## src/rtl/rta_pkg.sv

```systemverilog
// Shared types and constants for the request tag allocator.
// Depends on nothing; every other file in rtl/ imports it.
package rta_pkg;

  // Tag bit 7 selects the generation half; the low bits index inside a half.
  localparam int TAG_W       = 8;
  localparam int TAG_IDX_W   = 7;
  localparam int PAGE_W      = 32;
  localparam int COUNT_W     = 8;
  localparam int GROUP_SIZE  = 8;
  localparam int GROUP_IDX_W = 3;

  typedef enum logic [2:0] {
    FN_BEGIN      = 3'd0,
    FN_ASSIGN     = 3'd1,
    FN_RESOLVE    = 3'd2,
    FN_RETIRE     = 3'd3,
    FN_INVALIDATE = 3'd4
  } rta_func_t;

  typedef enum logic {
    ST_IDLE,
    ST_EXEC
  } rta_state_t;

  // Update request from the sequencer to the active-flag table.
  typedef struct packed {
    logic                 clear;
    logic                 set_en;
    logic                 clr_en;
    logic [TAG_IDX_W-1:0] idx;
  } rta_flag_cmd_t;

endpackage

```

## src/rtl/rta_flag_table.sv

```systemverilog
// Active-flag table: one flip-flop per tag of a half, a registered lookup bit
// and a two-level registered search for the lowest free tag. Uses rta_pkg.
module rta_flag_table #(
  parameter int TAGS_PER_HALF = 128,
  parameter int IDX_W         = 7
) (
  input  logic                    clk,
  input  logic                    rst_n,
  input  logic                    capture,
  input  logic [IDX_W-1:0]        look_idx,
  input  rta_pkg::rta_flag_cmd_t  cmd,
  output logic                    look_active,
  output logic                    free_found,
  output logic [IDX_W-1:0]        free_idx
);
  import rta_pkg::*;

  localparam int FLAG_N  = 1 << IDX_W;
  localparam int GROUPS  = (FLAG_N + GROUP_SIZE - 1) / GROUP_SIZE;
  localparam int NPAD    = GROUPS * GROUP_SIZE;
  localparam int GRP_W   = (GROUPS > 1) ? $clog2(GROUPS) : 1;
  localparam int SEL_W   = GRP_W + GROUP_IDX_W;

  logic [NPAD-1:0]        flags_r;
  logic [NPAD-1:0]        flags_nxt;
  logic [NPAD-1:0]        busy_pad;
  logic [GROUPS-1:0]      grp_free_r;
  logic [GROUPS-1:0]      grp_free_nxt;
  logic [GROUP_IDX_W-1:0] grp_low_r   [GROUPS];
  logic [GROUP_IDX_W-1:0] grp_low_nxt [GROUPS];
  logic                   look_active_r;
  logic [GRP_W-1:0]       grp_sel;
  logic [SEL_W-1:0]       sel_wide;

  // Flag updates: clear wins, set and clear of a single tag otherwise.
  always_comb begin
    flags_nxt = flags_r;
    if (cmd.clear) begin
      flags_nxt = '0;
    end else begin
      if (cmd.set_en) flags_nxt[cmd.idx[IDX_W-1:0]] = 1'b1;
      if (cmd.clr_en) flags_nxt[cmd.idx[IDX_W-1:0]] = 1'b0;
    end
  end

  // Positions beyond the usable tags count as taken.
  always_comb begin
    for (int i = 0; i < NPAD; i++) begin
      busy_pad[i] = (i < TAGS_PER_HALF) ? flags_r[i] : 1'b1;
    end
  end

  // First search level: per group of eight, any free and lowest free.
  always_comb begin
    for (int g = 0; g < GROUPS; g++) begin
      grp_free_nxt[g] = ~&busy_pad[g*GROUP_SIZE +: GROUP_SIZE];
      grp_low_nxt[g]  = '0;
      for (int b = GROUP_SIZE - 1; b >= 0; b--) begin
        if (!busy_pad[g*GROUP_SIZE + b]) grp_low_nxt[g] = GROUP_IDX_W'(b);
      end
    end
  end

  always_ff @(posedge clk) begin
    if (!rst_n) begin
      flags_r <= '0;
    end else begin
      flags_r <= flags_nxt;
    end
  end

  always_ff @(posedge clk) begin
    if (capture) begin
      look_active_r <= flags_r[look_idx];
      grp_free_r    <= grp_free_nxt;
      for (int g = 0; g < GROUPS; g++) grp_low_r[g] <= grp_low_nxt[g];
    end
  end

  // Second search level: lowest group with a free tag.
  always_comb begin
    grp_sel = '0;
    for (int g = GROUPS - 1; g >= 0; g--) begin
      if (grp_free_r[g]) grp_sel = GRP_W'(g);
    end
  end

  assign sel_wide    = {grp_sel, grp_low_r[grp_sel]};
  assign free_found  = |grp_free_r;
  assign free_idx    = sel_wide[IDX_W-1:0];
  assign look_active = look_active_r;

endmodule

```

## src/rtl/rta_page_ram.sv

```systemverilog
// Page index store: single-port-write, single-read synchronous RAM with a
// registered read. Uses rta_pkg for the page width.
module rta_page_ram #(
  parameter int AW = 7
) (
  input  logic                      clk,
  input  logic                      wr_en,
  input  logic [AW-1:0]             wr_addr,
  input  logic [rta_pkg::PAGE_W-1:0] wr_data,
  input  logic                      rd_en,
  input  logic [AW-1:0]             rd_addr,
  output logic [rta_pkg::PAGE_W-1:0] rd_data
);
  import rta_pkg::*;

  localparam int DEPTH = 1 << AW;

  logic [PAGE_W-1:0] mem [DEPTH];
  logic [PAGE_W-1:0] rd_data_r;

  always_ff @(posedge clk) begin
    if (wr_en) mem[wr_addr] <= wr_data;
  end

  always_ff @(posedge clk) begin
    if (rd_en) rd_data_r <= mem[rd_addr];
  end

  assign rd_data = rd_data_r;

endmodule

```

## src/rtl/request_tag_allocator.sv

```systemverilog
// Request tag allocator top level: command sequencer, count and half registers.
// Depends on rta_pkg, rta_flag_table and rta_page_ram.
//
//   channel   | handshake                 | word
//   ----------+---------------------------+------------------------------------
//   command   | start, busy (taken when   | in_func, in_tag_in, in_page_index,
//             | start & !busy)            | in_generation_half
//   result    | out_valid, one cycle      | out_ok, out_tag_out, out_page_out
//
// A command passes an accept cycle and then an execute cycle: the accept cycle
// reads the page RAM and registers the flag lookup and the first level of the
// free-tag search; the execute cycle (busy high) finishes the search, updates
// flags, RAM and count. The result word shows on the cycle after execute, while
// a new command may already be taken; no command is taken during execute.
// Reset clears all active flags at once, the count and the current half; the
// page RAM is not cleared. The receiver cannot stall: results are never held.
module request_tag_allocator #(
  parameter int TAGS_PER_HALF = 128
) (
  input  logic                       clk,
  input  logic                       rst_n,
  input  logic                       start,
  output logic                       busy,
  input  logic [2:0]                 in_func,
  input  logic [rta_pkg::TAG_W-1:0]  in_tag_in,
  input  logic [rta_pkg::PAGE_W-1:0] in_page_index,
  input  logic                       in_generation_half,
  output logic                       out_valid,
  output logic                       out_ok,
  output logic [rta_pkg::TAG_W-1:0]  out_tag_out,
  output logic [rta_pkg::PAGE_W-1:0] out_page_out
);
  import rta_pkg::*;

  // Index width inside a half; never below one bit.
  localparam int IDX_W = (TAGS_PER_HALF > 1) ? $clog2(TAGS_PER_HALF) : 1;

  rta_state_t         state_r, state_nxt;
  logic               accept;

  // Command word held for the execute cycle.
  logic [2:0]         func_r;
  logic [TAG_W-1:0]   tag_r;
  logic [PAGE_W-1:0]  page_r;
  logic               gen_half_r;
  logic               tag_in_range_r;

  logic [COUNT_W-1:0] active_count_r, active_count_nxt;
  logic               current_half_r, current_half_nxt;

  logic               out_valid_r, out_valid_nxt;
  logic               out_ok_r, out_ok_nxt;
  logic [TAG_W-1:0]   out_tag_r, out_tag_nxt;
  logic [PAGE_W-1:0]  out_page_r, out_page_nxt;

  rta_flag_cmd_t      flag_cmd;
  logic               look_active;
  logic               free_found;
  logic [IDX_W-1:0]   free_idx;

  logic               ram_wr_en;
  logic [PAGE_W-1:0]  ram_rd_data;
  logic               hit;

  assign accept = start && !busy;
  assign busy   = (state_r == ST_EXEC);

  rta_flag_table #(
    .TAGS_PER_HALF (TAGS_PER_HALF),
    .IDX_W         (IDX_W)
  ) u_flags (
    .clk         (clk),
    .rst_n       (rst_n),
    .capture     (accept),
    .look_idx    (in_tag_in[IDX_W-1:0]),
    .cmd         (flag_cmd),
    .look_active (look_active),
    .free_found  (free_found),
    .free_idx    (free_idx)
  );

  rta_page_ram #(
    .AW (IDX_W)
  ) u_pages (
    .clk     (clk),
    .wr_en   (ram_wr_en),
    .wr_addr (free_idx),
    .wr_data (page_r),
    .rd_en   (accept),
    .rd_addr (in_tag_in[IDX_W-1:0]),
    .rd_data (ram_rd_data)
  );

  // Capture the command word; tags past the usable range of a half never hit.
  always_ff @(posedge clk) begin
    if (accept) begin
      func_r         <= in_func;
      tag_r          <= in_tag_in;
      page_r         <= in_page_index;
      gen_half_r     <= in_generation_half;
      tag_in_range_r <= (in_tag_in[TAG_IDX_W-1:0] < TAG_IDX_W'(TAGS_PER_HALF - 1))
                        || (in_tag_in[TAG_IDX_W-1:0] == TAG_IDX_W'(TAGS_PER_HALF - 1));
    end
  end

  // Lookup hits only for an active tag of the current half.
  assign hit = (tag_r[TAG_W-1] == current_half_r) && tag_in_range_r && look_active;

  always_comb begin
    state_nxt        = state_r;
    active_count_nxt = active_count_r;
    current_half_nxt = current_half_r;
    out_valid_nxt    = 1'b0;
    out_ok_nxt       = out_ok_r;
    out_tag_nxt      = out_tag_r;
    out_page_nxt     = out_page_r;
    flag_cmd         = '0;
    ram_wr_en        = 1'b0;

    case (state_r)
      ST_IDLE: begin
        if (accept) state_nxt = ST_EXEC;
      end
      ST_EXEC: begin
        state_nxt     = ST_IDLE;
        out_valid_nxt = 1'b1;
        out_ok_nxt    = 1'b0;
        out_tag_nxt   = '0;
        out_page_nxt  = '0;
        case (func_r)
          FN_BEGIN: begin
            // Drop every tag and switch to the requested half.
            flag_cmd.clear   = 1'b1;
            active_count_nxt = '0;
            current_half_nxt = gen_half_r;
            out_ok_nxt       = 1'b1;
          end
          FN_ASSIGN: begin
            if ((active_count_r < COUNT_W'(TAGS_PER_HALF)) && free_found) begin
              flag_cmd.set_en  = 1'b1;
              flag_cmd.idx     = TAG_IDX_W'(free_idx);
              ram_wr_en        = 1'b1;
              active_count_nxt = active_count_r + COUNT_W'(1);
              out_ok_nxt       = 1'b1;
              out_tag_nxt      = {current_half_r, TAG_IDX_W'(free_idx)};
            end
          end
          FN_RESOLVE: begin
            if (hit) begin
              out_ok_nxt   = 1'b1;
              out_page_nxt = ram_rd_data;
            end
          end
          FN_RETIRE: begin
            if (hit) begin
              flag_cmd.clr_en = 1'b1;
              flag_cmd.idx    = tag_r[TAG_IDX_W-1:0];
              if (active_count_r != '0) active_count_nxt = active_count_r - COUNT_W'(1);
              out_ok_nxt   = 1'b1;
              out_page_nxt = ram_rd_data;
            end
          end
          FN_INVALIDATE: begin
            // Drop every tag, keep the half.
            flag_cmd.clear   = 1'b1;
            active_count_nxt = '0;
            out_ok_nxt       = 1'b1;
          end
          default: begin
            // Unused codes answer a failed word and change nothing.
          end
        endcase
      end
      default: begin
        state_nxt = ST_IDLE;
      end
    endcase
  end

  always_ff @(posedge clk) begin
    if (!rst_n) begin
      state_r        <= ST_IDLE;
      active_count_r <= '0;
      current_half_r <= 1'b0;
      out_valid_r    <= 1'b0;
    end else begin
      state_r        <= state_nxt;
      active_count_r <= active_count_nxt;
      current_half_r <= current_half_nxt;
      out_valid_r    <= out_valid_nxt;
    end
  end

  always_ff @(posedge clk) begin
    out_ok_r   <= out_ok_nxt;
    out_tag_r  <= out_tag_nxt;
    out_page_r <= out_page_nxt;
  end

  assign out_valid    = out_valid_r;
  assign out_ok       = out_ok_r;
  assign out_tag_out  = out_tag_r;
  assign out_page_out = out_page_r;

  // Busy always drops after the execute cycle.
  a_exec_one_cycle: assert property (@(posedge clk) disable iff (!rst_n)
    busy |=> !busy) else $error("execute state held for more than one cycle");

  // A taken command is executed in the next cycle.
  a_accept_exec: assert property (@(posedge clk) disable iff (!rst_n)
    accept |=> busy) else $error("accepted command not executed");

  // Every execute cycle yields exactly one result word.
  a_result_follows: assert property (@(posedge clk) disable iff (!rst_n)
    busy |=> out_valid) else $error("result word missing after execute");

  // A failed result carries zero tag and page.
  a_fail_zero: assert property (@(posedge clk) disable iff (!rst_n)
    (out_valid && !out_ok) |-> (out_tag_out == '0 && out_page_out == '0))
    else $error("failed result carries non-zero fields");

  // The count never passes the number of usable tags.
  a_count_bound: assert property (@(posedge clk) disable iff (!rst_n)
    active_count_r <= COUNT_W'(TAGS_PER_HALF)) else $error("active count overflow");

endmodule
```

## config.mk

```make
export PLATFORM = sky130hd
export DESIGN_NAME = request_tag_allocator
export DESIGN_NICKNAME = d
export VERILOG_FILES = /design/src/rtl/rta_pkg.sv /design/src/rtl/rta_flag_table.sv /design/src/rtl/rta_page_ram.sv /design/src/rtl/request_tag_allocator.sv
export SDC_FILE = /design/constraint.sdc
export NUM_CORES = 2
export LEC_CHECK = 0
export ABC_CLOCK_PERIOD_IN_PS = 10300
export BUFFER_PORTS_ARGS = -buffer_cell sky130_fd_sc_hd__clkbuf_2
export CELL_PAD_IN_SITES_DETAIL_PLACEMENT = 0
export CELL_PAD_IN_SITES_GLOBAL_PLACEMENT = 1
export CORE_UTILIZATION = 59
export CTS_BUF_LIST = sky130_fd_sc_hd__clkbuf_8
export DETAILED_ROUTE_END_ITERATION = 10
export PLACE_DENSITY_LB_ADDON = 0.1
export SYNTH_ARGS = -nofsm -noshare
export SYNTH_HDL_FRONTEND = slang
export SYNTH_HIERARCHICAL = 1
export SYNTH_MEMORY_MAX_BITS = 65536
export SYNTH_SLANG_ARGS = --single-unit
export TNS_END_PERCENT = 30
```

## constraint.sdc

```tcl
create_clock -name clk -period 10.3 [get_ports clk]
set_clock_uncertainty 0.15 [all_clocks]
set_input_delay 0.515 -clock clk [delete_from_list [all_inputs] [get_ports clk]]
set_output_delay 0.515 -clock clk [all_outputs]
set_load 0.005 [all_outputs]
```

==> flow_results.org <==
** Outcome
- The run finished with clean final reports.

** Worst setup path
- Chain of cells forming the critical path :: nor2_1 -> nand2_1 -> a2111oi_2 -> nor2_2 -> inv_2 -> nand2_1 -> o221ai_1 -> and4_1 -> nand3_2 -> buf_4 -> nor2_4
- Critical path capture point type :: flop
- For this run, the slowest stage of the critical path takes 0.99 ns.
- The cell that appears most often on the critical path is sky130_fd_sc_hd__nand2_1.
- Along the worst path, the maximum fanout reaches 33.
- STA classifies the critical path startpoint as a flop.
- At the worst endpoint, the required time is 10.92 ns.
- The startpoint identified for the worst register-to-register timing path is u_flags/grp_free_r[0]$_DFFE_PP_.
- The cell family contributing the most delay on the critical path is simple AND/OR/NAND/NOR gates.
- For the worst setup path, the data arrival time is 7.04 ns.
- Crit. Startpoint :: u_flags/grp_free_r[0]$_DFFE_PP_
- The setup path with the least slack is of type flop to flop.
- CP max-delay cell :: sky130_fd_sc_hd__and4_1
- The critical path contains buffers and inverters numbering 2 combined.

** Clock tree
- Clock tree synthesis found a total of 4418 sinks.
- The H-tree was split into 6 levels.
- Clock tree from TritonCTS :: built
- Clock-pin slew reported for the worst setup and hold paths after clock tree synthesis :: 0.06 ns
- Counting along the longest clock path gives a buffer depth of 4.
- TritonCTS Buffers :: 690
- Source-to-sink clock delay at the later pin of the worst-skew pair :: 1.24 ns
- Clock root buffer :: sky130_fd_sc_hd__clkbuf_8
- Post-CTS resize count :: 0

** Run
- # Max-Cap Violations :: 0

** Power and ir drop
- Sw frac :: 0.2272
- Summed over all nets, the switching power comes to 0.007961 W.
- The internal portion of the total power is 0.02708 W.
- The share of total power dissipated in sequential elements is 0.565.
- The share of total power dissipated in combinational logic is 0.052.
- Of the total power, the clock network draws 0.383.
- Cell Pwr Density :: 185.1 mW/mm^2
- The analysis attributes to cell leakage a power of 58.81 nW.
- Maximum resistive drop on vdd :: 0.1418 mV

** Floorplan
- Area of the die :: 0.2900 mm^2
- The initial utilization of the core area, before any placement, comes to 0.5943.
- Row Count :: 196
- After floorplanning, the core was sized to cover 0.2857 mm^2.
- Die W :: 538.5 um
- The die is 538.5 um tall.
- Number of top-level pins :: 90

** GRT
- Entering global routing, the biggest net connects 148 pins.
- Number of antenna violations at the first check in global routing :: 42
- Global-route wire length before repair :: 596300 um
- Grt ovf :: 0
- Via count of the first global-routing pass :: 79.34k
- Tot GR Track Use :: 0.2940

** Placed design
- Number of input and output port buffers inserted :: 89
- Cell total after placement :: 10.87k
- OpenSTA, run right after detailed placement, puts the worst setup slack at 4.221 ns.
- After legalization and detailed placement, the total HPWL measured 248100 um.
- The congestion estimate from routability-driven global placement came to 0.8924.

** STA
- Final TNS setup :: 0 ns
- Setup violations remaining at the end of the flow were counted as 0.
- The clock period could shrink to 6.410 ns.
- Setup repair after global routing missed its margin :: no
- Dividing the final minimum period by the clock period gives 0.6224.
- Derived from the worst setup path, the maximum achievable clock frequency is 156.0 MHz.
- Slew margin rel. :: 0.03723
- The worst path meets setup with 3.890 ns of slack.
- Hold violation count in the final report :: 0
- For the pin with the worst max-slew slack, the measured transition is 1.439 ns.
- The count of pins over their slew limit was 0.

** Route
- Count of nets left with antenna violations after detail routing :: 0
- Average detailed-routed wire length per instance :: 34.76 um
- Via count :: 81.69k
- Violation count after the first detailed-route iteration :: 11.70k
- Drt total wl :: 423800 um
- In the routed layout, each cell is associated on average with a via count of 6.700.
- Router iterations before antenna repair :: 9
- Post-route DRC violation count :: 0

** Cells and area
- Number of cells in the finished layout apart from fillers :: 12.19k
- Area grow syn2layout :: 11.46%
- Final net count :: 7937
- Of the cells placed in the final design, the portion with a size suffix greater than 1 is 0.3196.

** Synthesis
- In the synthesized netlist, the number of instances is 7216.
- Cell types with the highest counts after synthesis :: sky130_fd_sc_hd__edfxtp_1, sky130_fd_sc_hd__mux4_2, sky130_fd_sc_hd__clkbuf_1, sky130_fd_sc_hd__nor2_1, sky130_fd_sc_hd__nand2_1
- Of the synthesized area, sequential elements account for 0.7731.
- In this run the cell area of the synthesized design comes to 0.1698 mm^2.
- Number of synthesized flops with an enable pin :: 4279
- Net count after synthesis :: 7266
- Among all cell types in the netlist, the one instantiated most often is sky130_fd_sc_hd__edfxtp_1.
- Flip-flop and latch count after synthesis :: 4418
- Mapped Avg Cell Area :: 23.53 um^2
- The biggest area contributor in the post-synthesis netlist is sky130_fd_sc_hd__edfxtp_1.
- Distinct cell type count after synthesis :: 70
- Share of the synthesized area in the top cell type :: 0.7567
- Leading post-synthesis cells by cell area :: sky130_fd_sc_hd__edfxtp_1, sky130_fd_sc_hd__mux4_2, sky130_fd_sc_hd__dfxtp_1, sky130_fd_sc_hd__a211oi_1, sky130_fd_sc_hd__clkbuf_1
- In the synthesized netlist the dominant register cell turns out to be sky130_fd_sc_hd__edfxtp_1.
- The Yosys step of the flow raised 6 warnings.
- Post-synth ARST share :: 0

** Worst hold path
- Hold/Removal Path Class :: input pin to flop
- In this run the most critical hold path is launched from in_tag_in[2].
[metal layers]
metal / wire, um / up-vias / part of all wire / track usage
met5: 33 / - / 0.000078 / 0
met4: 11910 / 4 / 0.028 / 0.08672
met3: 49280 / 564 / 0.12 / 0.06725
met2: 189900 / 4688 / 0.45 / 0.4180
met1: 172700 / 43960 / 0.41 / 0.4627
li1: - / 32470 / - / -
[sequential cells by signal (all words and copies together), names as in the netlist, 16 cells and up]
name                flops
u_pages/mem          4096
u_flags/grp_low_r      48
u_flags/busy_pad      128
u_flags/grp_free_r     16
out_page_out           32
u_pages/rd_data        32
page_r                 32
[worst reg2reg max path, stage by stage, from the launching register on]
cell and delay, ns:
sky130_fd_sc_hd__edfxtp_1 0.43, sky130_fd_sc_hd__nor2_1 0.20, sky130_fd_sc_hd__nand2_1 0.13, sky130_fd_sc_hd__a2111oi_2 0.40, sky130_fd_sc_hd__nor2_2 0.16, sky130_fd_sc_hd__inv_2 0.41, sky130_fd_sc_hd__nand2_1 0.28, sky130_fd_sc_hd__o221ai_1 0.27
sky130_fd_sc_hd__and4_1 0.99, sky130_fd_sc_hd__nand3_2 0.96, sky130_fd_sc_hd__buf_4 0.55, sky130_fd_sc_hd__nor2_4 1.00
[power groups by stage]
stage	Sequential, W	Combinational, W	Clock (W)
after global routing	0.0198	0.00189	0.0144
final	0.0198	0.00184	0.0134
after global placement	0.0202	0.00177	0
after CTS	0.0198	0.00183	0.0137
after floorplan	0.0203	0.000899	0
after detailed placement	0.0202	0.00180	0
[metrics by stage]
| step | util | instance area, um^2 | hold slack (ns) | power, W |
|---|---|---|---|---|
| floorplan | - | 169800 | 0.3169 | 0.02121 |
| global placement | 0.6160 | 176000 | 0.3433 | 0.02194 |
| detailed placement | 0.6160 | 176000 | 0.3469 | 0.02197 |
| CTS | 0.6622 | 189200 | 0.02082 | 0.03528 |
| global route | 0.6623 | 189200 | 0.04487 | 0.03609 |
| finish | 0.6625 | 189300 | 0.04934 | 0.03504 |
[kinds of logic (layout without fill, tap and decap cells)]
kind of cell / count (synthesis) / in the layout / synth area share
buf+inv: 416 / 1611 / 0.01023
compound gates: 386 / 386 / 0.01482
simple gates: 552 / 552 / 0.01500
xor+xnor: 5 / 5 / 0.0002579
mux: 1435 / 1435 / 0.1863
fa+ha+maj: 3 / 3 / 0.0002211
other cells: 1 / 20 / 0.00002208
flops: 4418 / 4418 / 0.7731
[cells in the final DEF (no fill, tap or decap), types with 27 or more instances in the layout]
master	synthesis	final
sky130_fd_sc_hd__dfxtp_1	139	138
sky130_fd_sc_hd__nand2_1	162	159
sky130_fd_sc_hd__edfxtp_1	4279	4279
sky130_fd_sc_hd__o21ai_0	27	27
sky130_fd_sc_hd__dlygate4sd3_1	0	82
sky130_fd_sc_hd__mux4_2	1377	1377
sky130_fd_sc_hd__nor2_1	220	100
sky130_fd_sc_hd__nor2_4	0	119
sky130_fd_sc_hd__a31oi_1	29	29
sky130_fd_sc_hd__a211oi_1	132	132
sky130_fd_sc_hd__clkbuf_8	0	703
sky130_fd_sc_hd__clkinv_2	0	58
sky130_fd_sc_hd__a21oi_1	146	146
sky130_fd_sc_hd__inv_1	29	267
sky130_fd_sc_hd__mux2_2	35	35
sky130_fd_sc_hd__buf_4	4	179
sky130_fd_sc_hd__clkbuf_2	0	83
sky130_fd_sc_hd__clkinv_1	0	156
sky130_fd_sc_hd__and2_1	43	43
[layout make-up]
class / instances / area [um^2]
repair buffers: 363 / 2910
diodes: 19 / 47.55
flip-flops and latches: 4418 / 131300
well taps: 3762 / 4707
fillers: 18010 / 96430
inverters: 32 / 122.6
clock buffers: 703 / 9676
clock inverters: 513 / 2705
multi-input cells: 2382 / 37820
[final timing paths]
path                                     to  slack, ns  cells after the start
max reg2reg    u_pages/mem[49][1]$_DFFE_PP_       3.89                     11
min reg2reg  active_count_r[5]$_SDFFE_PN0P_       0.36                      2
min                      tag_r[2]$_DFFE_PP_       0.05                      2
max            u_pages/mem[49][1]$_DFFE_PP_       3.89                     11
[what timing repair did]
item / 4_1_cts / 5_1_grt
hold endpoints to repair: 121 / 0
setup buffers: 0 / 0
hold buffers: 82 / 0
No activity file was read; power rests on OpenSTA's default activity.
